==> config.mk <==
export PLATFORM = sky130hd
export DESIGN_NAME = reseed_request_tracker
export DESIGN_NICKNAME = d
export VERILOG_FILES = /design/src/design/rrt_pkg.sv /design/src/design/rrt_update.sv /design/src/design/reseed_request_tracker.sv
export VERILOG_INCLUDE_DIRS = /design/src /design/src/design
export SDC_FILE = /design/constraint.sdc
export NUM_CORES = 1
export LEC_CHECK = 0
export BUFFER_PORTS_ARGS = -buffer_cell sky130_fd_sc_hd__buf_2
export CAP_MARGIN = 20
export CORE_MARGIN = 2
export CORE_UTILIZATION = 32
export DETAILED_ROUTE_END_ITERATION = 12
export HOLD_SLACK_MARGIN = 0.12
export PLACE_DENSITY = 0.45
export SKIP_LAST_GASP = 1
export SYNTH_ARGS = -nofsm -noshare
export SYNTH_HDL_FRONTEND = slang
export SYNTH_SLANG_ARGS = --single-unit
==> constraint.sdc <==
create_clock -name clk -period 9.9 [get_ports clk]
set_clock_uncertainty 0.1 [all_clocks]
set_input_delay 0.99 -clock clk [delete_from_list [all_inputs] [get_ports clk]]
set_output_delay 0.99 -clock clk [all_outputs]
set_load 0.005 [all_outputs]
==> src/design/reseed_request_tracker_defines.svh <==
// ----------------------------------------------------------------------------
// Reseed request tracker assertion macros
// Shared property wrappers for the tracker's concurrent checks.
// ----------------------------------------------------------------------------
`ifndef RESEED_REQUEST_TRACKER_DEFINES_SVH
`define RESEED_REQUEST_TRACKER_DEFINES_SVH

// Same-cycle implication, held off while reset is high
`define RRT_ASSERT_SAME(label, ante, cons, msg) \
  label: assert property (@(posedge clk) disable iff (rst) (ante) |-> (cons)) \
    else $error(msg);

// Next-cycle implication, held off while reset is high
`define RRT_ASSERT_NEXT(label, ante, cons, msg) \
  label: assert property (@(posedge clk) disable iff (rst) (ante) |=> (cons)) \
    else $error(msg);

`endif

==> src/design/rrt_pkg.sv <==
// ----------------------------------------------------------------------------
// Reseed request tracker package
// Recovery phase codes, control state grouping and default widths.
// ----------------------------------------------------------------------------
`default_nettype none

package rrt_pkg;

  // Default generation / counter width
  localparam int unsigned RRT_GEN_WIDTH = 32;

  // Width of the generation and counter fields on the ports
  localparam int unsigned RRT_PORT_WIDTH = 32;

  // Item kinds
  localparam logic ACT_OBSERVE = 1'b0;
  localparam logic ACT_ROLLOUT = 1'b1;

  // Recovery phase
  typedef enum logic [1:0] {
    PH_HEALTHY        = 2'd0,
    PH_RESEED_PENDING = 2'd1,
    PH_AWAIT_RESULT   = 2'd2,
    PH_AWAIT_ROUTE    = 2'd3
  } rrt_phase_t;

  // Recovery control state
  typedef struct packed {
    rrt_phase_t phase;
    logic       reseed_flag;
  } rrt_ctrl_t;

  // Per-beat request flags
  typedef struct packed {
    logic reseed_requested;
    logic replan_requested;
  } rrt_flags_t;

endpackage

`default_nettype wire

==> src/design/rrt_update.sv <==
// ----------------------------------------------------------------------------
// Reseed request tracker update logic
// Works out the next tracker state and the request flags for one beat.
// ----------------------------------------------------------------------------
`default_nettype none

module rrt_update #(
  parameter int unsigned GEN_WIDTH = rrt_pkg::RRT_GEN_WIDTH
) (
  input  wire logic                 action,
  input  wire logic [GEN_WIDTH-1:0] route_gen,
  input  wire logic [GEN_WIDTH-1:0] local_live_gen,
  input  wire logic [GEN_WIDTH-1:0] route_live_gen,
  input  wire logic [GEN_WIDTH-1:0] maneuver_gen,
  input  wire logic                 rollout_available,
  input  wire logic                 was_reseeded,
  input  wire logic [GEN_WIDTH-1:0] last_route_gen,
  input  wire logic [GEN_WIDTH-1:0] last_local_live_gen,
  input  wire logic [GEN_WIDTH-1:0] last_route_live_gen,
  input  wire logic [GEN_WIDTH-1:0] last_maneuver_gen,
  input  wire logic [GEN_WIDTH-1:0] reseed_cnt,
  input  wire logic [GEN_WIDTH-1:0] recovery_cnt,
  input  wire rrt_pkg::rrt_ctrl_t   ctrl,
  output logic                      gens_load,
  output logic [GEN_WIDTH-1:0]      reseed_cnt_next,
  output logic [GEN_WIDTH-1:0]      recovery_cnt_next,
  output rrt_pkg::rrt_ctrl_t        ctrl_next,
  output rrt_pkg::rrt_flags_t       flags
);

  import rrt_pkg::*;

  logic route_moved;
  logic pending;
  logic obs_req;

  // Change detection against the stored generations
  assign route_moved = (route_gen != '0) && (route_gen != last_route_gen);
  assign pending     = (ctrl.phase == PH_RESEED_PENDING);
  assign obs_req     = route_moved
                    || (local_live_gen > last_local_live_gen)
                    || (route_live_gen > last_route_live_gen)
                    || (maneuver_gen > last_maneuver_gen)
                    || pending;

  // Phase, counter and flag update
  always_comb begin
    gens_load         = 1'b0;
    reseed_cnt_next   = reseed_cnt;
    recovery_cnt_next = recovery_cnt;
    ctrl_next         = ctrl;
    flags             = '0;
    if (action == ACT_OBSERVE) begin
      gens_load              = 1'b1;
      flags.reseed_requested = obs_req;
      if (obs_req) begin
        reseed_cnt_next       = reseed_cnt + GEN_WIDTH'(1);
        ctrl_next.reseed_flag = 1'b0;
        if (pending && ctrl.reseed_flag && !route_moved) begin
          ctrl_next.phase = PH_AWAIT_ROUTE;
        end else if (ctrl.phase != PH_HEALTHY) begin
          ctrl_next.phase = PH_AWAIT_RESULT;
        end
      end
    end else if (rollout_available) begin
      ctrl_next.phase       = PH_HEALTHY;
      ctrl_next.reseed_flag = 1'b0;
    end else if (ctrl.phase == PH_HEALTHY) begin
      recovery_cnt_next = recovery_cnt + GEN_WIDTH'(1);
      ctrl_next.phase   = PH_RESEED_PENDING;
    end else if ((ctrl.phase == PH_AWAIT_RESULT) && was_reseeded) begin
      recovery_cnt_next      = recovery_cnt + GEN_WIDTH'(1);
      ctrl_next.phase        = PH_RESEED_PENDING;
      ctrl_next.reseed_flag  = 1'b1;
      flags.replan_requested = 1'b1;
    end
  end

endmodule

`default_nettype wire

==> src/design/reseed_request_tracker.sv <==
// ----------------------------------------------------------------------------
// Reseed request tracker
// Raises reseed requests from planner generation numbers and tracks the
// recovery phase after rollouts that had no eligible candidate.
// ----------------------------------------------------------------------------
// Usage:
//   Input channel (in_valid / in_stall) carries one beat per item: action 0
//   is a generation observation, action 1 a rollout result. Output channel
//   (out_valid / out_stall) returns exactly one beat per item with both
//   counters and the phase after the item, plus the request flags.
//   An accepted beat passes from the input register through the update
//   logic into the result register, which raises out_valid. Throughput is
//   one item per cycle while out_stall is low; the tracker state lives in
//   single registers updated as a beat moves into the result register, so
//   the next item sees it.
//   Reset (rst, synchronous) clears the stored generations, both counters
//   and the reseed flag, and puts the phase back to healthy.
//   While out_stall holds a result, the input register still takes one more
//   beat; in_stall rises only once both stages are full.
// ----------------------------------------------------------------------------
`default_nettype none
`include "reseed_request_tracker_defines.svh"

module reseed_request_tracker #(
  parameter int unsigned GEN_WIDTH = rrt_pkg::RRT_GEN_WIDTH
) (
  input  wire logic        clk,
  input  wire logic        rst,
  input  wire logic        in_valid,
  output logic             in_stall,
  input  wire logic        action,
  input  wire logic [31:0] route_gen,
  input  wire logic [31:0] local_live_gen,
  input  wire logic [31:0] route_live_gen,
  input  wire logic [31:0] maneuver_gen,
  input  wire logic        rollout_available,
  input  wire logic        was_reseeded,
  output logic             out_valid,
  input  wire logic        out_stall,
  output logic [31:0]      reseed_count,
  output logic [31:0]      recovery_count,
  output logic [1:0]       phase,
  output logic             reseed_requested,
  output logic             replan_requested
);

  import rrt_pkg::*;

  // Input register
  logic                 s1_valid;
  logic                 s1_action;
  logic [GEN_WIDTH-1:0] s1_route_gen;
  logic [GEN_WIDTH-1:0] s1_local_live_gen;
  logic [GEN_WIDTH-1:0] s1_route_live_gen;
  logic [GEN_WIDTH-1:0] s1_maneuver_gen;
  logic                 s1_avail;
  logic                 s1_reseeded;

  // Tracker state
  logic [GEN_WIDTH-1:0] last_route_gen;
  logic [GEN_WIDTH-1:0] last_local_live_gen;
  logic [GEN_WIDTH-1:0] last_route_live_gen;
  logic [GEN_WIDTH-1:0] last_maneuver_gen;
  logic [GEN_WIDTH-1:0] reseed_cnt;
  logic [GEN_WIDTH-1:0] recovery_cnt;
  rrt_ctrl_t            ctrl;

  // Update results
  logic                 gens_load;
  logic [GEN_WIDTH-1:0] reseed_cnt_next;
  logic [GEN_WIDTH-1:0] recovery_cnt_next;
  rrt_ctrl_t            ctrl_next;
  rrt_flags_t           flags;

  logic advance;
  logic s1_load;

  // Handshake: beat moves on when the result register is free or draining
  assign advance  = s1_valid && (!out_valid || !out_stall);
  assign in_stall = s1_valid && !advance;
  assign s1_load  = in_valid && !in_stall;

  // Input register
  always_ff @(posedge clk) begin
    if (rst) begin
      s1_valid <= 1'b0;
    end else if (s1_load) begin
      s1_valid <= 1'b1;
    end else if (advance) begin
      s1_valid <= 1'b0;
    end
  end

  always_ff @(posedge clk) begin
    if (s1_load) begin
      s1_action         <= action;
      s1_route_gen      <= GEN_WIDTH'(route_gen);
      s1_local_live_gen <= GEN_WIDTH'(local_live_gen);
      s1_route_live_gen <= GEN_WIDTH'(route_live_gen);
      s1_maneuver_gen   <= GEN_WIDTH'(maneuver_gen);
      s1_avail          <= rollout_available;
      s1_reseeded       <= was_reseeded;
    end
  end

  // Next-state and flag logic
  rrt_update #(
    .GEN_WIDTH(GEN_WIDTH)
  ) u_update (
    .action              (s1_action),
    .route_gen           (s1_route_gen),
    .local_live_gen      (s1_local_live_gen),
    .route_live_gen      (s1_route_live_gen),
    .maneuver_gen        (s1_maneuver_gen),
    .rollout_available   (s1_avail),
    .was_reseeded        (s1_reseeded),
    .last_route_gen      (last_route_gen),
    .last_local_live_gen (last_local_live_gen),
    .last_route_live_gen (last_route_live_gen),
    .last_maneuver_gen   (last_maneuver_gen),
    .reseed_cnt          (reseed_cnt),
    .recovery_cnt        (recovery_cnt),
    .ctrl                (ctrl),
    .gens_load           (gens_load),
    .reseed_cnt_next     (reseed_cnt_next),
    .recovery_cnt_next   (recovery_cnt_next),
    .ctrl_next           (ctrl_next),
    .flags               (flags)
  );

  // Tracker state, committed as a beat leaves the input register
  always_ff @(posedge clk) begin
    if (rst) begin
      last_route_gen      <= '0;
      last_local_live_gen <= '0;
      last_route_live_gen <= '0;
      last_maneuver_gen   <= '0;
      reseed_cnt          <= '0;
      recovery_cnt        <= '0;
      ctrl                <= '{phase: PH_HEALTHY, reseed_flag: 1'b0};
    end else if (advance) begin
      if (gens_load) begin
        last_route_gen      <= s1_route_gen;
        last_local_live_gen <= s1_local_live_gen;
        last_route_live_gen <= s1_route_live_gen;
        last_maneuver_gen   <= s1_maneuver_gen;
      end
      reseed_cnt   <= reseed_cnt_next;
      recovery_cnt <= recovery_cnt_next;
      ctrl         <= ctrl_next;
    end
  end

  // Result register
  always_ff @(posedge clk) begin
    if (rst) begin
      out_valid <= 1'b0;
    end else if (advance) begin
      out_valid <= 1'b1;
    end else if (!out_stall) begin
      out_valid <= 1'b0;
    end
  end

  always_ff @(posedge clk) begin
    if (advance) begin
      reseed_count     <= RRT_PORT_WIDTH'(reseed_cnt_next);
      recovery_count   <= RRT_PORT_WIDTH'(recovery_cnt_next);
      phase            <= ctrl_next.phase;
      reseed_requested <= flags.reseed_requested;
      replan_requested <= flags.replan_requested;
    end
  end

  // Checks
  `RRT_ASSERT_SAME(a_flags_exclusive, out_valid && reseed_requested, !replan_requested, "two requests")
  `RRT_ASSERT_SAME(a_replan_phase, out_valid && replan_requested, phase == PH_RESEED_PENDING, "replan phase")
  `RRT_ASSERT_NEXT(a_recovery_hold, !advance, $stable(recovery_cnt), "recovery count moved")
  `RRT_ASSERT_NEXT(a_reseed_hold, !(advance && flags.reseed_requested), $stable(reseed_cnt), "reseed count moved")

endmodule

`default_nettype wire
==> metrics.log <==
[metrics] worst path cell trace: ha_1, nand4_1, or4_1, o21ai_0, o22ai_1, a2111oi_4, buf_4, and2_2, nor4_1, mux2_2
[metrics] Adder-Cell Fraction of Synth Area: 7.01%
[metrics] CP Data Arrival Time: approximately 4.5 ns
[metrics] outcome: finished, final reports clean
[metrics] worst hold slack after final layout: 0.352 ns
[metrics] part of the Yosys area used for sequential elements: a little under three fifths
[metrics] post-detailed-route count of antenna-violating nets: 0
[metrics] FMAX: 0.241 GHz
[metrics] worst min-delay path category: reg2reg
[metrics] PwrDens: between 150 and 200 nW/um^2
[metrics] accumulated negative setup slack: 0 ns
[metrics] proportion of power drawn by combinational gates: 5.9%
[metrics] complex-gate fraction of the synthesized area: 8.63%
[metrics] CP Data Required Time: around 10 ns
[metrics] Yosys top cell by area: sky130_fd_sc_hd__edfxtp_1
[metrics] Wirelength per Cell: 15.4 microns
[metrics] main area contributors after synthesis: sky130_fd_sc_hd__edfxtp_1 34%, sky130_fd_sc_hd__dfxtp_1 23%, sky130_fd_sc_hd__nand2_1 7.0%
[metrics] vias in the first global route: roughly 12k
[metrics] Period minus WS final: 4.14 ns
[metrics] simple-gate portion of the synthesized area: 16.2%
[metrics] most common library cells after synthesis: 328 x sky130_fd_sc_hd__nand2_1, 199 x sky130_fd_sc_hd__edfxtp_1, 197 x sky130_fd_sc_hd__dfxtp_1
[metrics] number of setup buffers added after CTS: 0
[metrics] sinks on the clock net: 396
[metrics] detailed-route via count: 12.3k
[metrics] worst stage delay on the critical path: 0.76 ns
[metrics] Syn-to-layout area delta: 19.1%
[metrics] Final GP Congestion: about 0.75
[metrics] share of the synthesized area in the top cell type: 34.2%
[metrics] Root Driver: sky130_fd_sc_hd__clkbuf_16
[metrics] sequential group share of total power: between 40% and 50%
[metrics] GRT Total Usage: between 10% and 20%
[metrics] post-synthesis register bit count: 396
[metrics] starting density of the core: approximately a third
[metrics] switching share of total power: between 20% and 30%
[metrics] Worst Tran Pin Value: 1.06 ns
[metrics] number of hold buffers added after CTS: 0
[metrics] kind of start point of the critical path: flip-flop
[metrics] Max-Slew Margin vs Limit: 29.5%
[metrics] start-to-end type of the worst setup path: reg2reg
[metrics] synthesized instance count: 1,705
[metrics] average cell area after synthesis: roughly 10 sq um
[metrics] final setup vio count: 0
[metrics] post-synthesis share of cell area spent on xor and xnor gates: 6.81%
[metrics] switching component of the power: between 0.0008 and 0.0009 W
[metrics] drt drc: 0
[metrics] post-detailed-route via-to-cell ratio: 4.67
[metrics] max capacitance violation total: 0
[metrics] width of the die: roughly 240 microns
[metrics] Port Buffer Count: approximately 200
[metrics] TritonCTS clock tree: built
[metrics] Die Ht: 238 microns
[metrics] deepest clock path buffer count: 3
[metrics] type of destination of the critical path: flip-flop
[metrics] critical path fanouts, max: 43
[metrics] FFs w/ async S/R, synth: 0%
[metrics] delay-heaviest family, CP: simple AND/OR/NAND/NOR gates
[metrics] full die area: 56,500 sq um
[metrics] Filler cells: 5,250
[metrics] number of cells upsized or downsized after cts: 0
[metrics] clock input transition at the sequential cells of the worst setup and hold paths: 0.06 ns
[metrics] pins over their slew limit: 0
[metrics] multiplexer share of the synthesized area: less than 1%
[metrics] DRC violation total after the first TritonRoute iteration: about 580
[metrics] setup repair after global routing missed its margin: false
[metrics] number of antenna violations at the first check in global routing: 4
[metrics] pin count of the biggest net entering global routing: between 100 and 150
[metrics] placed insts: about 2.5k
[metrics] total length of routed wires: 40,500 microns
[metrics] final worst path period share: 41.8%
[metrics] library cell contributing the largest single delay on the critical path: sky130_fd_sc_hd__and2_2
[metrics] number of enable flip-flop cells after synthesis: 199
[metrics] Netlist cell types: 57
[metrics] number of buffers created by CTS: between 40 and 50
[metrics] post-layout instance count excluding filler cells: 2,627
[metrics] ant diodes: 0
[metrics] peak ir drop on the vdd network: between 0.15 and 0.2 mV
[metrics] clock network fraction of total power: 46.6%
[metrics] utilization of the core after routing: 38.6%
[metrics] main combinational cell family by area after synthesis: simple AND/OR/NAND/NOR gates
[metrics] Pleak: ~7.5 nW
[metrics] cell area after technology mapping: between 15,000 and 20,000 sq um
[metrics] standard-cell row count: 85
[metrics] remaining global-route overflow: 0
[metrics] net count of the finished layout: about 2.1k
[metrics] proportion of layout cells with a drive suffix above 1: 15.8%
[metrics] Pint: 0.00298 W
[metrics] warnings from Yosys: 0
[metrics] Detailed Routing Iterations Pass 1: 4
[metrics] H-tree Lvls: 2
[metrics] most frequent cell after synthesis: sky130_fd_sc_hd__nand2_1
[metrics] core area: 53,900 sq um
[metrics] final hold violation count: 0
[metrics] Synthesized Nets: 1,938
[metrics] IO Pins: slightly above 200
[metrics] global-route wire length before repair: 64,100 microns
[metrics] clock network latency to the later pin of the worst-skew pair: 0.58 ns
[metrics] hpwl dp: 26,200 microns
[metrics] number of buffers and inverters on the critical path: 1
[metrics] dominant register cell in the synthesized netlist: sky130_fd_sc_hd__edfxtp_1
==> final timing paths <==
check	start	cells past startpoint	slack [ns]	to
worst max register to register	s1_local_live_gen[11]	10	5.76	reseed_cnt[28]
worst max-delay path	s1_local_live_gen[11]	10	5.76	reseed_cnt[28]
worst min register to register	last_maneuver_gen[24]	2	0.35	last_maneuver_gen[24]
worst min-delay path	last_maneuver_gen[24]	2	0.35	last_maneuver_gen[24]
==> metal layers <==
| metal | up-vias | share of wire (%) | GRT usage (%) |
|---|---|---|---|
| met4 | 6 | 2.1 | 4.27 |
| li1 | 6302 | - | - |
| met5 | - | 0.091 | 0 |
| met2 | 227 | 46 | 23.0 |
| met1 | 5681 | 47 | 19.0 |
| met3 | 65 | 4.6 | 2.90 |
==> through the flow <==
stage	setup slack [ns]	area, sq um	power (W)
after floorplan	2.16	17500	0.00200
after global placement	5.41	19200	0.00209
after detailed placement	5.32	19200	0.00210
after CTS	5.66	20800	0.00392
after global routing	5.44	20800	0.00402
final	5.76	20800	0.00385
==> cell families (layout without fill, tap and decap cells) <==
group                    count (synthesis)  count (layout)
adder cells (fa/ha/maj)                 98              98
AO/OA/AOI/OAI                          266             266
buffers and inverters                  187             413
flip-flops                             396             396
multiplexers                             6               6
AND/OR/NAND/NOR                        616             616
XOR/XNOR                               136             136
==> power groups by stage <==
stage / Sequential (W) / Combinational (W) / Clock [W]
floorplan: 0.00186 / 0.000138 / 0
global placement: 0.00187 / 0.000228 / 0
detailed placement: 0.00187 / 0.000232 / 0
CTS: 0.00183 / 0.000233 / 0.00186
global route: 0.00184 / 0.000263 / 0.00192
finish: 0.00183 / 0.000228 / 0.00180
==> area by class of cell <==
cell class / count / area [sq um] / share of cell area (%)
timing repair buffer: 216 / 1150 / 5.52
clock buffer: 64 / 1320 / 6.35
inverter: 107 / 403 / 1.93
tap: 696 / 871 / 4.18
sequential: 396 / 9920 / 47.6
clock inverter: 26 / 293 / 1.41
multi-input combinational: 1122 / 6870 / 33.0
==> flip-flops by register name, summed over array words and instances (netlist names), 2 cells and up <==
register and count:
s1_local_live_gen 32, reseed_count 32, recovery_cnt 32, phase 2, s1_route_live_gen 32, s1_route_gen 32, last_local_live_gen 32, s1_maneuver_gen 32
last_route_gen 32, recovery_count 32, last_maneuver_gen 32, ctrl 3, reseed_cnt 32, last_route_live_gen 32
==> placed cells by master (no fill, tap or decap), drive strengths merged, types with 12 or more instances in the layout <==
cell / netlist / layout
clkinv: 0 / 18
dfxtp: 197 / 197
inv: 107 / 107
nand2: 328 / 328
xnor2: 79 / 79
nor3: 22 / 22
or3: 14 / 14
xor2: 57 / 57
nand4: 45 / 45
a211oi: 12 / 12
nand3: 36 / 36
edfxtp: 199 / 199
nor4: 30 / 30
nor2: 75 / 75
and3: 17 / 17
o21ai: 25 / 25
clkbuf: 59 / 64
ha: 98 / 98
buf: 21 / 216
a21oi: 193 / 193
==> tightest hold or removal path, delay by kind of cell, from the launching register on <==
kind | cells | cell delay, ns
simple gates | 1 | 0.05
compound gates | 1 | 0.05
flops | 1 | 0.31
Note: power is estimated with default switching activity, not from simulation.
